[config.mk]
export PLATFORM = sky130hd
export DESIGN_NAME = pcvu_queue
export DESIGN_NICKNAME = d
export VERILOG_FILES = /design/src/hdl/pcvu_pkg.sv /design/src/hdl/pcvu_queue.sv
export SDC_FILE = /design/constraint.sdc
export NUM_CORES = 1
export LEC_CHECK = 0
export BUFFER_PORTS_ARGS = -buffer_cell sky130_fd_sc_hd__buf_2
export CORE_UTILIZATION = 60
export DETAILED_ROUTE_END_ITERATION = 16
export PLACE_DENSITY = 0.95
export SLEW_MARGIN = 20
export SYNTH_ARGS = -nofsm -noshare
export SYNTH_HDL_FRONTEND = slang
export SYNTH_SLANG_ARGS = --single-unit
[constraint.sdc]
create_clock -name clk -period 6.7 [get_ports clk]
set_input_delay 0.335 -clock clk [delete_from_list [all_inputs] [get_ports clk]]
set_output_delay 0.335 -clock clk [all_outputs]
set_load 0.05 [all_outputs]
[src/hdl/pcvu_pkg.sv]
// ----------------------------------------------------------------------------
// PML corner velocity update package
// Shared types, register indexes and default sizes for the corner update block.
// ----------------------------------------------------------------------------
package pcvu_pkg;

    localparam int PML_WIDTH_DEF = 32;
    localparam int FRAC_BITS_DEF = 16;
    localparam int QUEUE_DEPTH   = 4;
    localparam int X_W           = 64;

    localparam logic [2:0] REG_TIME_STEP      = 3'd0;
    localparam logic [2:0] REG_STEP_OVER_CELL = 3'd1;
    localparam logic [2:0] REG_BUOYANCY       = 3'd2;
    localparam logic [2:0] REG_SIGN_I         = 3'd3;
    localparam logic [2:0] REG_SIGN_J         = 3'd4;
    localparam logic [2:0] REG_Q_ENABLE       = 3'd5;
    localparam logic [2:0] REG_Q_FACTOR       = 3'd6;

    typedef enum logic {
        OP_LOAD   = 1'b0,
        OP_UPDATE = 1'b1
    } op_t;

    typedef struct packed {
        logic [31:0] time_step;
        logic [31:0] step_over_cell;
        logic [31:0] buoyancy;
        logic        sign_i;
        logic        sign_j;
        logic        q_enable;
        logic [16:0] q_factor;
    } cfg_t;

    typedef struct packed {
        op_t                op;
        logic [6:0]         table_index;
        logic [X_W-1:0]     x;
        logic               axis_j;
        logic signed [31:0] old_velocity;
        logic signed [33:0] stress_diff;
    } entry_t;

    typedef struct packed {
        logic        busy;
        logic        done;
        logic [31:0] keep;
        logic [31:0] drive;
    } div_status_t;

endpackage

[src/hdl/pcvu_queue.sv]
// ----------------------------------------------------------------------------
// Work queue
// Short first-in first-out buffer between the front and back parts.
// ----------------------------------------------------------------------------
module pcvu_queue
    import pcvu_pkg::*;
(
    input  logic   clk,
    input  logic   rst_n,
    input  logic   push,
    input  entry_t push_data,
    output logic   full,
    input  logic   pop,
    output entry_t pop_data,
    output logic   empty
);
    localparam int PTR_W = $clog2(QUEUE_DEPTH);

    entry_t             store_reg [QUEUE_DEPTH];
    logic [PTR_W-1:0]   head_reg, head_next;
    logic [PTR_W-1:0]   tail_reg, tail_next;
    logic [PTR_W:0]     count_reg, count_next;

    assign full     = (count_reg == (PTR_W+1)'(QUEUE_DEPTH));
    assign empty    = (count_reg == '0);
    assign pop_data = store_reg[head_reg];

    always_comb
    begin
        head_next  = pop ? head_reg + 1'b1 : head_reg;
        tail_next  = push ? tail_reg + 1'b1 : tail_reg;
        count_next = count_reg + (PTR_W+1)'(push) - (PTR_W+1)'(pop);
    end

    always_ff @(posedge clk or negedge rst_n)
    begin
        if (!rst_n)
        begin
            head_reg  <= '0;
            tail_reg  <= '0;
            count_reg <= '0;
        end
        else
        begin
            head_reg  <= head_next;
            tail_reg  <= tail_next;
            count_reg <= count_next;
        end
    end

    always_ff @(posedge clk)
    begin
        if (push)
        begin
            store_reg[tail_reg] <= push_data;
        end
    end
endmodule

; ---- Word-level counts from Yosys, hierarchy flattened
; Memories as Yosys holds them, arrays and structs flattened.
; Cells that the tools add are included.
[classes]
n_eq_ne = 1
addsub = 4
n_mux = 2
reduce_logical = 1
[op_table]
columns = op, n
row1 = $add A2 B1 Y2 const B, 2
row2 = $add A3 B1 Y3, 1
row3 = $eq A3 B3 Y1 const B, 1
row4 = $logic_not A3 Y1, 1
row5 = $sub A3 B1 Y3, 1
row6 = $mux W1, 2
[totals]
mem_bits_rw = 556
inputBits = 143
register_bits = 7
output_inout_bits = 141
wordCells = 12
memories = 1
[memory_table]
columns = name, depth, word_bits, read_ports, rd_clocked_by_memory_dff, write_ports, line_no
row1 = store_reg, 4, 139, 1, 0, 1, pcvu_queue.sv:19  ; entry_t store_reg [QUEUE_DEPTH];

; ---- Logic depth before layout (Yosys ltp)
[logic_depth]
depth_word = 2
mapped_depth = 6
ltp_nobuf = 6

; ---- Worst setup path before layout
; No wires, ideal clock.
[synth_timing]
kind = reg-to-reg
startpoint = register tail_reg[0]
endpoint = memory store_reg[2][0] (netlist name), enable pin
n_path_buf = 0
setup_ps = 515
required_ps = 6185
path_stages_with_launch = 4
period_less_slack_ps = 4314
arrival_time_ps = 3799
path_slack_ps = 2386
path_cell_list = dfrtp_1 inv_1 ha_1 and2_1
[synth_rtl]
columns = item, line_no
row1 = start: declaration, pcvu_queue.sv:21  ; logic [PTR_W-1:0] tail_reg, tail_next;
row2 = start signal: assignment, pcvu_queue.sv:46  ; tail_reg <= tail_next;
row3 = end: declaration, pcvu_queue.sv:19
; No word-level cell before the write port.

==> results.cfg <==
[detailed_routing]
viasPerCell = 5.85
ant_nets = 0
drc = 0
dr.pass1.iters = 5
first_iter_violations = 750
wl_per_cell_um = 25.5
wl_um = 43500
vias = 9998

[clock_tree]
cts_setup_buffers = 0
clock_latency_ns = 0.57
htreeDepth = 2
path_clk_slew_ns = 0.06
root_buffer = clkbuf_16
cts-resized-gates = 0
clkSinkCount = 563
cts_max_path_buffers = 3
numCtsBuffers = 53
cts_tree = yes

[die]
start_util_pct = 61.0
die_x_um = 187
coreArea_um2 = 33500
io-pin-count = 284
dieArea_um2 = 34800
die_height_um = 187
std_cell_rows = 67

[setup_path]
setup.worst_path.class = reg2out
endpoint_kind = primary output
cp.required_ns = 6.36
startpoint_type = flip-flop
critPathArrivalTime_ns = 3.08
path_max_fanout = 52

[yosys]
synth_fp_nets = 911
yosysTopAreaCell = edfxtp_1
synth_top_area_share_pct = 81.7
netlist_instances = 761
synth.distinct_cells = 17
yosysSeqAreaShare_pct = 82.5
ys.warnings.count = 0
avgSynthCellArea_um2 = 26.9
ys_ff_latch = 563
synth.area.top_cells = edfxtp_1 (82%), mux4_2 (15%), dfrtp_1 (0.86%)
syn_area_um2 = 20400

[job]
max-cap-violations = 0

[run_status]
status = finished clean

[grt]
grt_pass1_wl_um = 65500
use_met2_pct = 45.5
antenna_found_initial = 1
use_met1_pct = 31.4
grt_pass1_vias = 10800
grt_use_total_pct = 25.6
overflow = 0
grt_max_degree = 65
busiest_layer = met2
grtUsageMet3_pct = 4.44

[final_layout]
area_growth_pct = 24.1
antenna_cells = 0
drive_gt1_share_pct = 40.4
final_nets = 1369
largest_reg_flops = 556

[sta]
fmax_mhz = 293
finClkSkew_ns = 0.00917
fin_crit_ns = 3.41
hold_viol_final = 0
setup_viol = 0
min_period_over_period_pct = 50.9
relSlewSlack_pct = 36.9
worst_pin_slew_ns = 0.946
finalMaxSlewViolations = 0
timing.final.ws_setup_ns = 3.29
grt_setup_unrepaired = no
fin_tns_setup_ns = 0

[placement]
place_congestion = 0.775
dp_slack_ns = 3.53
port_buffers = 283
dpl.hpwl_um = 23700

[power]
vdd_drop_max_mv = 0.440
p_per_area_nw_per_um2 = 493
p_leak_uw = 0.00878

[min_path]
min_path_type = in2reg
==> per-stage QoR <==
| step | total power, uW | utilization (%) | cells | cell area (um2) | hold slack [ns] |
|---|---|---|---|---|---|
| detailed placement | 9610 | 66.5 | 1472 | 22300 | 0.182 |
| finish | 12500 | 75.7 | 1708 | 25400 | 0.0340 |
| CTS | 12500 | 75.6 | 1708 | 25400 | 0.00412 |
| global placement | 9460 | 66.5 | 1472 | 22300 | 0.175 |
| global route | 12900 | 75.7 | 1708 | 25400 | 0.0150 |
| floorplan | 8640 | - | 761 | 20400 | 0.0394 |
==> critical path, cell delays in order, from the launching register on <==
cell     delay [ns]
dfrtp_4        0.91
buf_6          0.65
mux4_2         0.62
buf_2          0.24
==> final timing paths <==
| path | start | to | slack [ns] | cells past startpoint |
|---|---|---|---|---|
| worst max-delay path | head_reg[0] | pop_data[77] | 3.29 | 3 |
| worst min-delay path | push_data[64] | store_reg[0][64] | 0.03 | 1 |
| worst max register to register | tail_reg[0] | store_reg[2][88] | 4.28 | 4 |
| worst min register to register | tail_reg[0] | tail_reg[0] | 0.57 | 1 |
| max in group asynchronous | rst_n | head_reg[1] | 6.34 | 2 |
| min in group asynchronous | rst_n | count_reg[2] | 0.16 | 2 |
==> layout by cell type (no fill, tap or decap), types with 2 or more instances in the layout <==
master	netlist	layout
clkinv_1	0	13
dfrtp_4	0	2
buf_2	16	283
bufinv_16	0	4
xor2_1	3	3
clkbuf_1	3	14
ha_1	6	6
mux4_2	139	139
inv_1	6	6
clkbuf_16	0	55
edfxtp_1	556	556
buf_4	2	10
nand2_1	2	2
dlygate4sd3_1	0	140
clkinv_2	0	8
dfrtp_1	7	5
and2_4	0	4
xnor2_1	2	2
==> layout make-up <==
cell class / instances / area [um2]
Sequential cell: 563 / 16900
Fill cell: 1728 / 8160
Multi-Input combinational cell: 160 / 3330
Timing Repair Buffer: 435 / 2920
Clock buffer: 69 / 1430
Tap cell: 448 / 561
Clock inverter: 27 / 225
Inverter: 6 / 22.5
==> synthesized netlist by cell type <==
cell type  number
and2_1          4
o21ai_0         1
ha_1            6
buf_6          11
mux4_2        139
fa_1            1
buf_4           2
nor3_1          1
buf_2          16
edfxtp_1      556
and3_1          1
xor2_1          3
clkbuf_1        3
inv_1           6
dfrtp_1         7
nand2_1         2
xnor2_1         2
==> what timing repair did <==
| action | in CTS | in global routing |
|---|---|---|
| hold buffers | 140 | 0 |
| endpoints found under the setup margin | 0 | 0 |
| endpoints found under the hold margin | 560 | 0 |
==> metal layers <==
layer | wire length [um] | up-vias
met4 | 1670 | 2
met1 | 15600 | 5215
met3 | 2580 | 103
met2 | 23700 | 480
met5 | 12 | -
li1 | - | 4198
==> power by group <==
part / internal, uW / switching (uW) / total [uW] / leakage, uW
Sequential: 4620 / 279 / 4900 / 0.00519
Combinational: 1400 / 3340 / 4740 / 0.00278
Clock: 1650 / 1220 / 2870 / 0.000807
==> kinds of logic (layout without fill, tap and decap cells) <==
group,Yosys count,count (layout),synth area share [%]
adder cells (fa/ha/maj),7,7,0.465
XOR/XNOR,5,5,0.214
AO/OA/AOI/OAI,1,1,0.0245
buffers and inverters,38,537,1.24
AND/OR/NAND/NOR,8,8,0.214
flip-flops,563,563,82.5
multiplexers,139,139,15.3
No activity file was read; power rests on OpenSTA's default activity.
