## src/hdl/pcvu_pkg.sv

```systemverilog
// ----------------------------------------------------------------------------
// PML corner velocity update package
// Shared types, register indexes and default sizes for the corner update block.
// ----------------------------------------------------------------------------
package pcvu_pkg;

    localparam int PML_WIDTH_DEF = 32;
    localparam int FRAC_BITS_DEF = 16;
    localparam int QUEUE_DEPTH   = 4;
    localparam int X_W           = 64;

    localparam logic [2:0] REG_TIME_STEP      = 3'd0;
    localparam logic [2:0] REG_STEP_OVER_CELL = 3'd1;
    localparam logic [2:0] REG_BUOYANCY       = 3'd2;
    localparam logic [2:0] REG_SIGN_I         = 3'd3;
    localparam logic [2:0] REG_SIGN_J         = 3'd4;
    localparam logic [2:0] REG_Q_ENABLE       = 3'd5;
    localparam logic [2:0] REG_Q_FACTOR       = 3'd6;

    typedef enum logic {
        OP_LOAD   = 1'b0,
        OP_UPDATE = 1'b1
    } op_t;

    typedef struct packed {
        logic [31:0] time_step;
        logic [31:0] step_over_cell;
        logic [31:0] buoyancy;
        logic        sign_i;
        logic        sign_j;
        logic        q_enable;
        logic [16:0] q_factor;
    } cfg_t;

    typedef struct packed {
        op_t                op;
        logic [6:0]         table_index;
        logic [X_W-1:0]     x;
        logic               axis_j;
        logic signed [31:0] old_velocity;
        logic signed [33:0] stress_diff;
    } entry_t;

    typedef struct packed {
        logic        busy;
        logic        done;
        logic [31:0] keep;
        logic [31:0] drive;
    } div_status_t;

endpackage

```

## src/hdl/pcvu_item_if.sv

```systemverilog
// ----------------------------------------------------------------------------
// Input item channel
// Valid/ready channel carrying one load or update item.
// ----------------------------------------------------------------------------
interface pcvu_item_if;
    logic               valid;
    logic               ready;
    logic               action;
    logic [6:0]         table_index;
    logic [30:0]        attenuation;
    logic               axis_j;
    logic signed [31:0] old_velocity;
    logic signed [31:0] stress_ahead_i;
    logic signed [31:0] stress_ahead_j;
    logic signed [31:0] stress_behind_i;
    logic signed [31:0] stress_behind_j;

    modport source (
        output valid, action, table_index, attenuation, axis_j, old_velocity,
               stress_ahead_i, stress_ahead_j, stress_behind_i, stress_behind_j,
        input  ready
    );
    modport sink (
        input  valid, action, table_index, attenuation, axis_j, old_velocity,
               stress_ahead_i, stress_ahead_j, stress_behind_i, stress_behind_j,
        output ready
    );
endinterface

```

## src/hdl/pcvu_front.sv

```systemverilog
// ----------------------------------------------------------------------------
// Front part
// Accepts items, drops loads beyond the table, forms the damping product and
// the stress difference, and pushes work into the queue.
// ----------------------------------------------------------------------------
module pcvu_front
    import pcvu_pkg::*;
#(
    parameter int PML_WIDTH = PML_WIDTH_DEF,
    parameter int FRAC_BITS = FRAC_BITS_DEF
)
(
    pcvu_item_if.sink item,
    input  cfg_t      cfg,
    input  logic      full,
    output logic      push,
    output entry_t    push_data
);
    localparam int DEPTH = 2 * PML_WIDTH + 1;

    logic           accept;
    logic           drop;
    logic [63:0]    damp_prod;

    assign item.ready = !full;
    assign accept     = item.valid && item.ready;
    assign drop       = (item.action == OP_LOAD) && (32'(item.table_index) >= DEPTH);
    assign push       = accept && !drop;
    assign damp_prod  = 64'(cfg.time_step) * 64'(item.attenuation);

    always_comb
    begin
        push_data.op           = op_t'(item.action);
        push_data.table_index  = item.table_index;
        push_data.x            = X_W'(damp_prod >> FRAC_BITS);
        push_data.axis_j       = item.axis_j;
        push_data.old_velocity = item.old_velocity;
        push_data.stress_diff  = 34'(item.stress_ahead_i) + 34'(item.stress_ahead_j)
                               - 34'(item.stress_behind_i) - 34'(item.stress_behind_j);
    end
endmodule

```

## src/flat_wrapper.sv

```systemverilog
// flat-port wrapper written by rule: the top's interface ports become plain ports
module pcvu_front_flat import pcvu_pkg::*;
#(
    parameter int PML_WIDTH = PML_WIDTH_DEF,
    parameter int FRAC_BITS = FRAC_BITS_DEF
)
  (cfg, full, push, push_data, item_valid, item_action, item_table_index, item_attenuation, item_axis_j, item_old_velocity, item_stress_ahead_i, item_stress_ahead_j, item_stress_behind_i, item_stress_behind_j, item_ready);
  pcvu_item_if item_i ();
  input  cfg_t cfg;
  input  logic full;
  output logic push;
  output entry_t push_data;
  input wire logic [$bits(item_i.valid)-1:0] item_valid;
  input wire logic [$bits(item_i.action)-1:0] item_action;
  input wire logic [$bits(item_i.table_index)-1:0] item_table_index;
  input wire logic [$bits(item_i.attenuation)-1:0] item_attenuation;
  input wire logic [$bits(item_i.axis_j)-1:0] item_axis_j;
  input wire logic [$bits(item_i.old_velocity)-1:0] item_old_velocity;
  input wire logic [$bits(item_i.stress_ahead_i)-1:0] item_stress_ahead_i;
  input wire logic [$bits(item_i.stress_ahead_j)-1:0] item_stress_ahead_j;
  input wire logic [$bits(item_i.stress_behind_i)-1:0] item_stress_behind_i;
  input wire logic [$bits(item_i.stress_behind_j)-1:0] item_stress_behind_j;
  output wire logic [$bits(item_i.ready)-1:0] item_ready;
  assign item_i.valid = item_valid;
  assign item_i.action = item_action;
  assign item_i.table_index = item_table_index;
  assign item_i.attenuation = item_attenuation;
  assign item_i.axis_j = item_axis_j;
  assign item_i.old_velocity = item_old_velocity;
  assign item_i.stress_ahead_i = item_stress_ahead_i;
  assign item_i.stress_ahead_j = item_stress_ahead_j;
  assign item_i.stress_behind_i = item_stress_behind_i;
  assign item_i.stress_behind_j = item_stress_behind_j;
  assign item_ready = item_i.ready;
  pcvu_front #(.PML_WIDTH(PML_WIDTH), .FRAC_BITS(FRAC_BITS)) u_core (.item(item_i), .cfg(cfg), .full(full), .push(push), .push_data(push_data));
endmodule
```

## config.mk

```make
export PLATFORM = sky130hd
export DESIGN_NAME = pcvu_front_flat
export DESIGN_NICKNAME = d
export VERILOG_FILES = /design/src/hdl/pcvu_pkg.sv /design/src/hdl/pcvu_item_if.sv /design/src/hdl/pcvu_front.sv /design/src/flat_wrapper.sv
export SDC_FILE = /design/constraint.sdc
export NUM_CORES = 2
export LEC_CHECK = 0
export BUFFER_PORTS_ARGS = -buffer_cell sky130_fd_sc_hd__buf_2
export CORE_ASPECT_RATIO = 0.5
export CORE_UTILIZATION = 60
export DETAILED_ROUTE_END_ITERATION = 10
export PLACE_DENSITY = 0.86
export SLEW_MARGIN = 30
export SYNTH_ARGS = -nofsm -noshare
export SYNTH_HDL_FRONTEND = slang
export SYNTH_SLANG_ARGS = --single-unit
```

## constraint.sdc

```tcl
create_clock -name vclk -period 20.2
set_input_delay 4.04 -clock vclk [all_inputs]
set_output_delay 4.04 -clock vclk [all_outputs]
set_load 0.02 [all_outputs]
```

# Word-level counts from Yosys, hierarchy flattened
# Cells that the tools add are included.
# totals
regBits,0
inputBits,318
out_inout_bits,141
wordCells,11
# op_classes
n_addsub,3
n_mul,1
n_lt_le_gt_ge,1
bitwise_logic,1
reduce_logical,5
# op_table
op,n
$mul 32x31->63,1
$sub 33x32->34,1
$sub 34x32->34,1
$add 32x32->33,1
$ge 7x7->1 const B,1
$logic_and 1x1->1,3
$logic_not 1->1,2
$not 1->1,1

# Logic depth before layout (Yosys ltp)
# depth
word_depth,4
ltp_mapped,27
depth_no_buf,26

# Least setup slack after synthesis
# No wires, ideal clock.
# synth_path
kind,in2out
startpoint,input port cfg[114] (netlist bit)
endpoint,output port push_data[113] (netlist bit)
arrival_time_ns,10.852
setup_slack_ns,5.308
path_stages,25
path_buffers,1
cell_sequence,clkbuf_1 > nand2_1 > fa_1 > inv_1 > fa_1 > fa_1 > inv_1 > fa_1 > inv_1 > fa_1 > fa_1 > fa_1 > inv_1 > fa_1 > inv_1 > ha_1 > and3_1 > and2_1 > nand2_1 > a2111oi_0 > o311ai_1 > o211ai_1 > a31o_2 > a21oi_1 > xnor2_1
# synth_lines
element,line,source
"start, declared",flat_wrapper.sv:9,input cfg_t cfg;
"end, declared",flat_wrapper.sv:12,output entry_t push_data;

==> impl_metrics.json <==
{
  "status": "finished, violations left",
  "violations": "DRC",
  "required_ns": 16.16,
  "drcViolationCount": 4,
  "syn_area_per_cell_um2": 9.08,
  "tns_ns": 0,
  "seqCellArea_um2": 0,
  "clock_buffers": 0,
  "post-route-min-period_ns": 16.46,
  "critical_path.max_fanout": 32,
  "startpoint": "item_attenuation[7]",
  "max-slew-margin-rel_pct": 37.6,
  "worst_pin_slew_ns": 0.936,
  "critPathArrivalTime_ns": 12.42,
  "drt_iter0_markers": 2063,
  "post-route-period-util_pct": 81.5,
  "ant_nets": 0,
  "area_delta_synth_final_pct": 3.83,
  "crit_path_end": "push_data[113]",
  "start_kind": "primary input",
  "rsz0062_at_grt": "false",
  "seq_cell_count": 0,
  "nFillCells": 4252,
  "cts_resized": 0,
  "routed_wirelength_mm": 88.7,
  "io_pins": 459,
  "post-cts-setup-buffers": 0,
  "die_w_um": 343,
  "drv_cap": 0,
  "die_area_mm2": 0.0590,
  "synth_cells": 3832,
  "first_global_vias": 29500,
  "place_hpwl_mm": 70.1,
  "final_common_cell": "fa_1",
  "min-delay-path-class": "in -> out",
  "drive_gt1_share_pct": 7.88,
  "dieHeight_um": 172,
  "portBuffers": 292,
  "viasPerCell": 5.73,
  "netlist_area_mm2": 0.0348,
  "core_mm2": 0.0564,
  "grt_overflow": 0,
  "yosysSeqAreaShare_pct": 0,
  "crit_type": "in -> out",
  "firstDrtPassIters": 9,
  "final_net_count": 5422,
  "final_cell_mix": "fa_1, inv_1, and2_1",
  "drv_slew": 0,
  "dr_total_vias": 26600,
  "end_kind": "output port",
  "cts_hold_buf": 0,
  "wl_per_cell_um": 19.1,
  "grt_pass1_wl_mm": 146,
  "antenna_found_initial": 3,
  "grt_max_degree": 33,
  "finalHoldViolCount": 0,
  "track_usage_pct": 31.3,
  "yosysWarnings": 0,
  "ys_types": 58,
  "max_freq_mhz": 60.8,
  "std_cell_rows": 61,
  "setup_viol": 0,
  "start_util_pct": 61.7,
  "gp_congestion": 0.896
}
## logic make-up after synthesis
group                      share of synthesized area (%)
adders and majority gates                           63.8
and+or+nand+nor                                     16.9
other                                             0.0108
xor gates and xnor gates                            2.06
buffers and inverters                               12.9
AOI/OAI and AO/OA                                   4.35
## cell usage after synthesis (2+ instances only)
cell | count | area share (%)
and2_1 | 524 | 9.4
clkbuf_1 | 199 | 2.1
nand3b_1 | 2 | 0.043
nand2_1 | 514 | 5.5
a31oi_1 | 9 | 0.16
nor2b_1 | 11 | 0.20
nand2b_1 | 6 | 0.11
xor2_1 | 25 | 0.63
or3_1 | 4 | 0.072
o31a_1 | 3 | 0.075
nor3_1 | 7 | 0.10
inv_1 | 882 | 9.5
a21boi_0 | 2 | 0.043
o21ai_1 | 8 | 0.12
buf_4 | 58 | 1.3
o22ai_1 | 2 | 0.036
a21oi_1 | 79 | 1.1
nand3_1 | 17 | 0.24
ha_1 | 287 | 10
o31ai_1 | 2 | 0.043
or4_1 | 2 | 0.043
o211ai_1 | 3 | 0.065
nand4_1 | 16 | 0.29
a211oi_1 | 7 | 0.15
nor2_1 | 37 | 0.40
and3_1 | 10 | 0.18
nor3b_1 | 2 | 0.043
o21ai_0 | 39 | 0.56
a41o_4 | 2 | 0.12
a31o_2 | 2 | 0.050
o21bai_1 | 4 | 0.086
o21a_1 | 11 | 0.24
and4_1 | 3 | 0.075
o311ai_1 | 2 | 0.050
fa_1 | 930 | 53
xnor2_1 | 57 | 1.4
a211o_1 | 2 | 0.050
a221oi_1 | 4 | 0.10
o2bb2ai_1 | 2 | 0.050
a21o_1 | 38 | 0.82
## critical path, stage by stage
cell and delay [ns]:
buf_2 0.59, and2_1 0.28, fa_1 0.43, fa_1 0.55, inv_1 0.07, fa_1 0.53, fa_1 0.54, inv_1 0.06
fa_1 0.55, fa_1 0.46, fa_1 0.51, inv_1 0.05, fa_1 0.48, inv_1 0.04, ha_1 0.39, nand4_1 0.16
nor2_1 0.31, o2bb2ai_1 0.21, o21ai_0 0.17, a21oi_1 0.62, o311ai_1 0.36, o211ai_1 0.35, a31o_2 0.23, a21oi_1 0.08
xnor2_1 0.12, buf_2 0.17
## final cells by class
class	instances	area, µm²	area share, %
Inverter	882	3310	9.16
Tap cell	756	946	2.62
Antenna cell	6	15.0	0.0415
Multi-Input combinational cell	2709	30400	84.1
Timing Repair Buffer	294	1480	4.09
## metrics by stage
step / instances / hold WS (ns) / cell area (µm²) / setup slack [ns] / util, %
after floorplan: 3848 / 8.16 / 34900 / 5.31 / -
after global placement: 4641 / 8.08 / 36100 / 3.88 / 64.0
after detailed placement: 4641 / 8.08 / 36100 / 3.74 / 64.0
after CTS: 4641 / 8.08 / 36100 / 3.70 / 64.0
after global routing: 4644 / 8.08 / 36100 / 3.45 / 64.1
final: 4647 / 8.08 / 36100 / 3.74 / 64.1
## worst min-delay path by stage
stage / cells past startpoint / from / endpoint
floorplan: 1 / full / item_ready
global placement: 0 / item_old_velocity[12] / push_data[46]
detailed placement: 0 / item_old_velocity[12] / push_data[46]
CTS: 0 / item_old_velocity[12] / push_data[46]
global route: 0 / item_old_velocity[0] / push_data[34]
finish: 0 / item_old_velocity[0] / push_data[34]
## per-layer routing
layer / share of wire, % / track usage, % / up-vias
met5: 0 / 0 / -
met4: 5.0 / 15.5 / 0
met3: 10 / 5.63 / 373
met2: 50 / 54.5 / 1566
met1: 35 / 37.6 / 13500
li1: - / - / 11200
