===== src/hdl/pcvu_pkg.sv =====
// ----------------------------------------------------------------------------
// PML corner velocity update package
// Shared types, register indexes and default sizes for the corner update block.
// ----------------------------------------------------------------------------
package pcvu_pkg;

    localparam int PML_WIDTH_DEF = 32;
    localparam int FRAC_BITS_DEF = 16;
    localparam int QUEUE_DEPTH   = 4;
    localparam int X_W           = 64;

    localparam logic [2:0] REG_TIME_STEP      = 3'd0;
    localparam logic [2:0] REG_STEP_OVER_CELL = 3'd1;
    localparam logic [2:0] REG_BUOYANCY       = 3'd2;
    localparam logic [2:0] REG_SIGN_I         = 3'd3;
    localparam logic [2:0] REG_SIGN_J         = 3'd4;
    localparam logic [2:0] REG_Q_ENABLE       = 3'd5;
    localparam logic [2:0] REG_Q_FACTOR       = 3'd6;

    typedef enum logic {
        OP_LOAD   = 1'b0,
        OP_UPDATE = 1'b1
    } op_t;

    typedef struct packed {
        logic [31:0] time_step;
        logic [31:0] step_over_cell;
        logic [31:0] buoyancy;
        logic        sign_i;
        logic        sign_j;
        logic        q_enable;
        logic [16:0] q_factor;
    } cfg_t;

    typedef struct packed {
        op_t                op;
        logic [6:0]         table_index;
        logic [X_W-1:0]     x;
        logic               axis_j;
        logic signed [31:0] old_velocity;
        logic signed [33:0] stress_diff;
    } entry_t;

    typedef struct packed {
        logic        busy;
        logic        done;
        logic [31:0] keep;
        logic [31:0] drive;
    } div_status_t;

endpackage


===== src/hdl/pcvu_divider.sv =====
// ----------------------------------------------------------------------------
// Coefficient divider
// Radix-2 restoring divider that forms both damping coefficients, one
// quotient bit per cycle.
// ----------------------------------------------------------------------------
module pcvu_divider
    import pcvu_pkg::*;
(
    input  logic           clk,
    input  logic           rst_n,
    input  logic           start,
    input  logic [X_W-1:0] divisor,
    output div_status_t    status
);
    logic           busy_reg;
    logic           done_reg;
    logic [4:0]     cnt_reg;
    logic [63:0]    d_reg;
    logic [63:0]    rem_k_reg, rem_d_reg;
    logic [31:0]    sh_k_reg, sh_d_reg;
    logic [31:0]    q_k_reg, q_d_reg;
    logic [63:0]    num_k, num_d;
    logic [63:0]    trial_k, trial_d;
    logic           ge_k, ge_d;

    always_comb
    begin
        num_k   = 64'h8000_0000_0000_0000 + (divisor >> 1);
        num_d   = 64'h4000_0000_0000_0000 + (divisor >> 1);
        trial_k = {rem_k_reg[62:0], sh_k_reg[31]};
        trial_d = {rem_d_reg[62:0], sh_d_reg[31]};
        ge_k    = trial_k >= d_reg;
        ge_d    = trial_d >= d_reg;
    end

    always_ff @(posedge clk or negedge rst_n)
    begin
        if (!rst_n)
        begin
            busy_reg <= 1'b0;
            done_reg <= 1'b0;
            cnt_reg  <= '0;
        end
        else if (start)
        begin
            busy_reg <= 1'b1;
            done_reg <= 1'b0;
            cnt_reg  <= 5'd31;
        end
        else if (busy_reg)
        begin
            cnt_reg <= cnt_reg - 1'b1;
            if (cnt_reg == '0)
            begin
                busy_reg <= 1'b0;
                done_reg <= 1'b1;
            end
        end
        else
        begin
            done_reg <= 1'b0;
        end
    end

    always_ff @(posedge clk)
    begin
        if (start)
        begin
            d_reg     <= divisor;
            rem_k_reg <= {32'b0, num_k[63:32]};
            rem_d_reg <= {32'b0, num_d[63:32]};
            sh_k_reg  <= num_k[31:0];
            sh_d_reg  <= num_d[31:0];
            q_k_reg   <= '0;
            q_d_reg   <= '0;
        end
        else if (busy_reg)
        begin
            rem_k_reg <= ge_k ? trial_k - d_reg : trial_k;
            rem_d_reg <= ge_d ? trial_d - d_reg : trial_d;
            sh_k_reg  <= {sh_k_reg[30:0], 1'b0};
            sh_d_reg  <= {sh_d_reg[30:0], 1'b0};
            q_k_reg   <= {q_k_reg[30:0], ge_k};
            q_d_reg   <= {q_d_reg[30:0], ge_d};
        end
    end

    always_comb
    begin
        status.busy  = busy_reg || done_reg;
        status.done  = done_reg;
        status.keep  = q_k_reg - 32'h4000_0000;
        status.drive = q_d_reg;
    end
endmodule


===== config.mk =====
export PLATFORM = sky130hd
export DESIGN_NAME = pcvu_divider
export DESIGN_NICKNAME = d
export VERILOG_FILES = /design/src/hdl/pcvu_pkg.sv /design/src/hdl/pcvu_divider.sv
export SDC_FILE = /design/constraint.sdc
export NUM_CORES = 1
export LEC_CHECK = 0
export ABC_AREA = 1
export BUFFER_PORTS_ARGS = -buffer_cell sky130_fd_sc_hd__buf_4
export CAP_MARGIN = 5
export CORE_AREA = 2 2 206 208
export CTS_CLUSTER_SIZE = 8
export DETAILED_ROUTE_END_ITERATION = 6
export DIE_AREA = 0 0 208 210
export PLACE_DENSITY = 0.78
export SLEW_MARGIN = 20
export SYNTH_ARGS = -nofsm -noshare
export SYNTH_HDL_FRONTEND = slang
export SYNTH_SLANG_ARGS = --single-unit

===== constraint.sdc =====
create_clock -name clk -period 4.4 [get_ports clk]
set_input_delay 0.22 -clock clk [delete_from_list [all_inputs] [get_ports clk]]
set_output_delay 0.22 -clock clk [all_outputs]
set_load 0.02 [all_outputs]

---- Word-level counts from Yosys, hierarchy flattened ----
Cells that the tools add are included.
cells by class
  add/subtract/negate cells ............... 6
  order comparisons ....................... 2
  equality and inequality tests ........... 1
  muxes and demuxes ....................... 18
  reduce and logical (&&, ||, !) cells .... 3
operator list
  operator                                                               number
  32-bit 2-to-1 mux                                                      8
  64-bit >= comparator                                                   2
  63-bit 2-to-1 mux                                                      2
  63-bit subtractor                                                      2
  63-bit by 63-bit adder with 64-bit output, first input constant        1
  64-bit by 63-bit adder with 64-bit output, first input constant        1
  32-bit by 31-bit subtractor with 32-bit output, second input constant  1
  5-bit 2-to-1 mux                                                       2
  1-bit 2-to-1 mux                                                       6
  5-bit zero test                                                        1
  5-bit by 1-bit subtractor with 5-bit output, second input constant     1
  3-bit by 2-bit != test with 1-bit output, second input constant        1
  2-bit nonzero test                                                     1
  1-bit logical OR                                                       1
word-level totals
  register bits ........................... 325
  input port bits ......................... 67
  output and inout port bits .............. 66
  logic and storage cells ................. 42

---- Depth between registers and ports, before layout ----
  depth in word-level cells ............... 4
  depth in mapped cells ................... 19
  gate-level depth less buffers ........... 18

---- Least setup slack after synthesis ----
No wires, ideal clock.
  path type ............................... input to register
  from .................................... in start
  to ...................................... reg rem_d_reg[0], enable pin
  setup time .............................. 0.498 ns
  data arrival time ....................... 3.449 ns
  required time ........................... 3.902 ns
  slack ................................... 0.452 ns
  stages .................................. 4
  buffers on the path ..................... 2
  path through ............................ clkbuf_1 > nor2_1 > inv_2 > clkbuf_1
on the way
  cells in the longest elaborated chain, start to end .. 1
RTL lines
  element                       line                source
  start, declared               pcvu_divider.sv:11  input logic start,
  2-bit nonzero test (no line)  --
  end signal, assigned          pcvu_divider.sv:71  rem_d_reg <= {32'b0, num_d[63:32]};
  end signal, assigned          pcvu_divider.sv:80  rem_d_reg <= ge_d ? trial_d - d_reg : trial_d;
  end, declared                 pcvu_divider.sv:19  logic [63:0] rem_k_reg, rem_d_reg;
No other way between the ends.
A chain may end at the register's enable or synchronous reset.

---- Final worst setup path ----
  from .................................... reg d_reg[40]
  to ...................................... reg rem_d_reg[24], data pin
on the way
  cells in the longest elaborated chain, start to end .. 4
RTL lines
  element                 line                source
  start, declared         pcvu_divider.sv:18  logic [63:0] d_reg;
  start signal, assigned  pcvu_divider.sv:69  d_reg <= divisor;
  64-bit >= comparator    pcvu_divider.sv:33  ge_d = trial_d >= d_reg;
  63-bit 2-to-1 mux       pcvu_divider.sv:80
  32-bit 2-to-1 mux       pcvu_divider.sv:77  else if (busy_reg)
  32-bit 2-to-1 mux       pcvu_divider.sv:67  if (start)
No other way between the ends. The select of a mux whose other input is x is not followed.

==> results.py <==
metrics = {
    "yosys": {
        "ys_seq_area_share_pct": 30.4,
        "synth-edff-count": 160,
        "yosys_most_used_dff": "edfxtp_1",
        "synth_cells": 4055,
        "synth-seq-cells": 293,
        "async_reset_ff_share_pct": 2.39,
        "synth.distinct_cells": 38,
        "ys_warn_count": 0,
        "avgSynthCellArea_um2": 6.08,
        "netlist_area_um2": 24600,
        "syn-num-nets": 4253,
    },
    "routing": {
        "vias": 25500,
        "avgRoutedWirePerCell_um": 18.7,
        "ant_nets": 0,
        "detail_route.first_pass.iterations": 6,
        "routed_wl_um": 89000,
        "vias_per_cell": 5.35,
        "drcViolationCount": 0,
        "drtIter0Drc": 2714,
    },
    "floorplan": {
        "die_x_um": 208,
        "core_area_um2": 41500,
        "start_util_pct": 59.4,
        "die_h_um": 210,
        "rows": 75,
        "io_pins": 133,
        "die_area_um2": 43700,
    },
    "sta": {
        "min_period_over_period_pct": 75.3,
        "maxSlewViolCount": 0,
        "final-setup-viol-count": 0,
        "fin_crit_ns": 3.31,
        "timing.setup.tns_ns": 0,
        "finClkSkew_ns": 0.0290,
        "worst_slew_pin_slew_ns": 0.958,
        "finalHoldViolCount": 0,
        "rsz0062_at_grt": "false",
        "worst_slew_margin_rel_pct": 36.1,
        "max_freq_mhz": 302,
    },
    "clocking": {
        "cts_tree": "yes",
        "cts.sinks": 293,
        "cts_setup_buffers": 0,
        "clock_path_buffers": 3,
        "ctsHtreeMaxLevel": 2,
        "cts-resized-gates": 0,
        "cts_buffers": 43,
        "clkLatencyLatePin_ns": 0.58,
        "cts.clk_slew.worst_paths_ns": 0.06,
        "cts_root_buf": "clkbuf_16",
    },
    "layout": {
        "drive_above_1_share_pct": 6.04,
        "n_fill_cell": 3940,
        "seq_area_um2": 7500,
        "multiInputGateArea_um2": 13000,
        "instances_no_fill": 4768,
        "layout.nets": 4395,
        "syn2layout_area_growth_pct": 12.4,
        "fin_area_um2": 27700,
        "largest_register_ffs": 64,
    },
    "power": {
        "clkPwrFrac_pct": 37.4,
        "comb_power_share_pct": 25.8,
        "p_per_area_nw_per_um2": 305,
        "intPower_mw": 5.60,
        "seq_power_share_pct": 36.8,
        "power.switching_mw": 2.85,
        "power_mw": 8.45,
        "switching_share_pct": 33.7,
        "p_leak_nw": 15.9,
        "irDropWorstVdd_mv": 0.419,
    },
    "worst_hold_path": {
        "hold_class": "in2reg",
        "holdCritStartpoint": "start",
        "worstHoldPathCells": 1,
        "min_to": "d_reg[9]",
    },
    "status": {
        "outcome": "complete, no violations",
    },
    "placed_design": {
        "gp_congestion": 1.12,
        "dp_hpwl_um": 69200,
        "dp_cells": 4625,
        "port_buffers": 132,
        "dpl_cell_area_um2": 25800,
    },
    "run": {
        "maxCapViolations": 0,
    },
    "worst_setup_path": {
        "worstPathArrival_ns": 3.63,
        "worstSetupEndpointType": "register",
        "required_ns": 4.72,
        "regToRegSetupSlack_ns": 1.09,
        "r2r-start": "d_reg[40]",
        "worstPathMaxFanout": 42,
        "critPathKind": "reg2reg",
        "cp-start-kind": "register",
        "r2r-end": "rem_d_reg[24]",
        "r2r_cells": 14,
    },
    "grt": {
        "grtUsageTotal_pct": 40.1,
        "grt_start_max_net_pins": 87,
        "antenna_found_initial": 4,
        "grt_pass1_wl_um": 134000,
        "overflow": 0,
        "grt_pass1_vias": 23900,
    },
}
cells in the mapped netlist (5+ instances only):
library cell  count  area (um^2)
nand3b_1         61          458
nor3_1           27          135
nor2_2           11         68.8
edfxtp_1        160         4800
clkbuf_1         33          124
nand2_1        1672         6280
o21ai_1          47          235
ha_1            129         1610
buf_2            26          130
inv_2            12         45.0
a21oi_1          81          405
nor2_1          191          717
nand3_1         296         1480
xnor2_1          57          499
o21ai_0          24          120
nand2_2           8         50.1
inv_1           899         3370
dfrtp_1           7          175
xor2_1            5         43.8
o22ai_1          60          375
buf_4            40          300
dfxtp_1         126         2520
nand3_2          13          130
nand4_1          25          156
buf_6            12          135
how the worst max path moves through the flow:
| stage | endpoint | slack, ns | start |
|---|---|---|---|
| global route | rem_d_reg[0] | 0.97 | d_reg[8] |
| floorplan | rem_d_reg[0] | 0.45 | start |
| finish | rem_d_reg[24] | 1.09 | d_reg[40] |
| detailed placement | rem_d_reg[24] | 1.18 | d_reg[40] |
| CTS | rem_d_reg[24] | 1.17 | d_reg[40] |
| global placement | rem_d_reg[24] | 1.23 | d_reg[40] |
cell usage in the layout, fill, tap and decap left out, types with 4 or more instances in the layout:
cell type      netlist  routed
a21oi_1             81      81
buf_12               0       4
buf_4               40     142
clkbuf_1            33      24
clkbuf_16            0      44
dfrtp_1              7       7
dfxtp_1            126     126
diode_2              0       4
dlygate4sd3_1        0      66
edfxtp_1           160     160
ha_1               129     129
inv_1              899     898
inv_2               12      11
nand2_1           1672    1672
nand2_2              8       8
nand2_4              4       4
nand3_1            296     296
nand3_2             13      13
nand3b_1            61      61
nand4_1             25      25
nor2_1             191     189
nor2_2              11      11
nor2_4               4       6
nor3_1              27      27
o21ai_0             24      24
o21ai_1             47      47
o22ai_1             60      60
xnor2_1             57      57
xor2_1               5       5
power groups by stage:
stage | registers, mW | logic, mW | clock network (mW)
floorplan | 3.13 | 1.41 | 0
finish | 3.10 | 2.18 | 3.16
detailed placement | 3.15 | 2.05 | 0
global route | 3.12 | 2.38 | 3.26
global placement | 3.15 | 2.04 | 0
CTS | 3.10 | 2.11 | 3.15
layout make-up:
class / instances / area share (%)
antenna: 4 / 0.0361
clock buffer: 69 / 4.35
clock inverter: 4 / 0.136
inverter: 913 / 12.4
multi-input combinational: 2734 / 47.0
sequential: 293 / 27.1
tap: 539 / 2.43
timing repair buffer: 212 / 6.52
routing by layer:
| metal | share of wire, % | global-route usage (%) | wire length, um | vias to the layer above |
|---|---|---|---|---|
| li1 | - | - | - | 12600 |
| met1 | 40 | 51.7 | 35600 | 11400 |
| met2 | 43 | 61.9 | 38100 | 1247 |
| met3 | 9.9 | 7.75 | 8810 | 298 |
| met4 | 7.3 | 26.1 | 6520 | 0 |
| met5 | 0 | 0 | 0 | - |
critical path, stage by stage (launching register included):
cell and delay, ns:
edfxtp_1 0.36, inv_1 0.35, ha_1 0.31, nand2_1 0.14, inv_2 0.08, nand2_1 0.10, nor2_2 0.21, nand2_1 0.19
nor2_2 0.22, nand2_4 0.08, nand2_4 0.41, buf_4 0.32, nand2_1 0.09, nand3_1 0.09, o21ai_1 0.08
metrics by stage:
step	util [%]	worst slack, ns	hold WS (ns)
floorplan	-	0.452	-0.0756
global placement	62.2	1.23	0.0441
detailed placement	62.2	1.18	0.0434
CTS	66.8	1.17	0.198
global route	66.8	0.968	0.240
finish	66.8	1.09	0.225
what timing repair did:
item / CTS / global route
hold buffers: 66 / 0
endpoints found under the setup margin: 0 / 0
endpoints found under the hold margin: 101 / 0
cell families after synthesis:
logic type,synth area share (%)
AO/OA/AOI/OAI,4.83
buffers and inverters,16.8
AND/OR/NAND/NOR,39.1
XOR/XNOR,2.20
flip-flops,30.4
adder cells (fa/ha/maj),6.71
(Power assumes the default switching activity.)
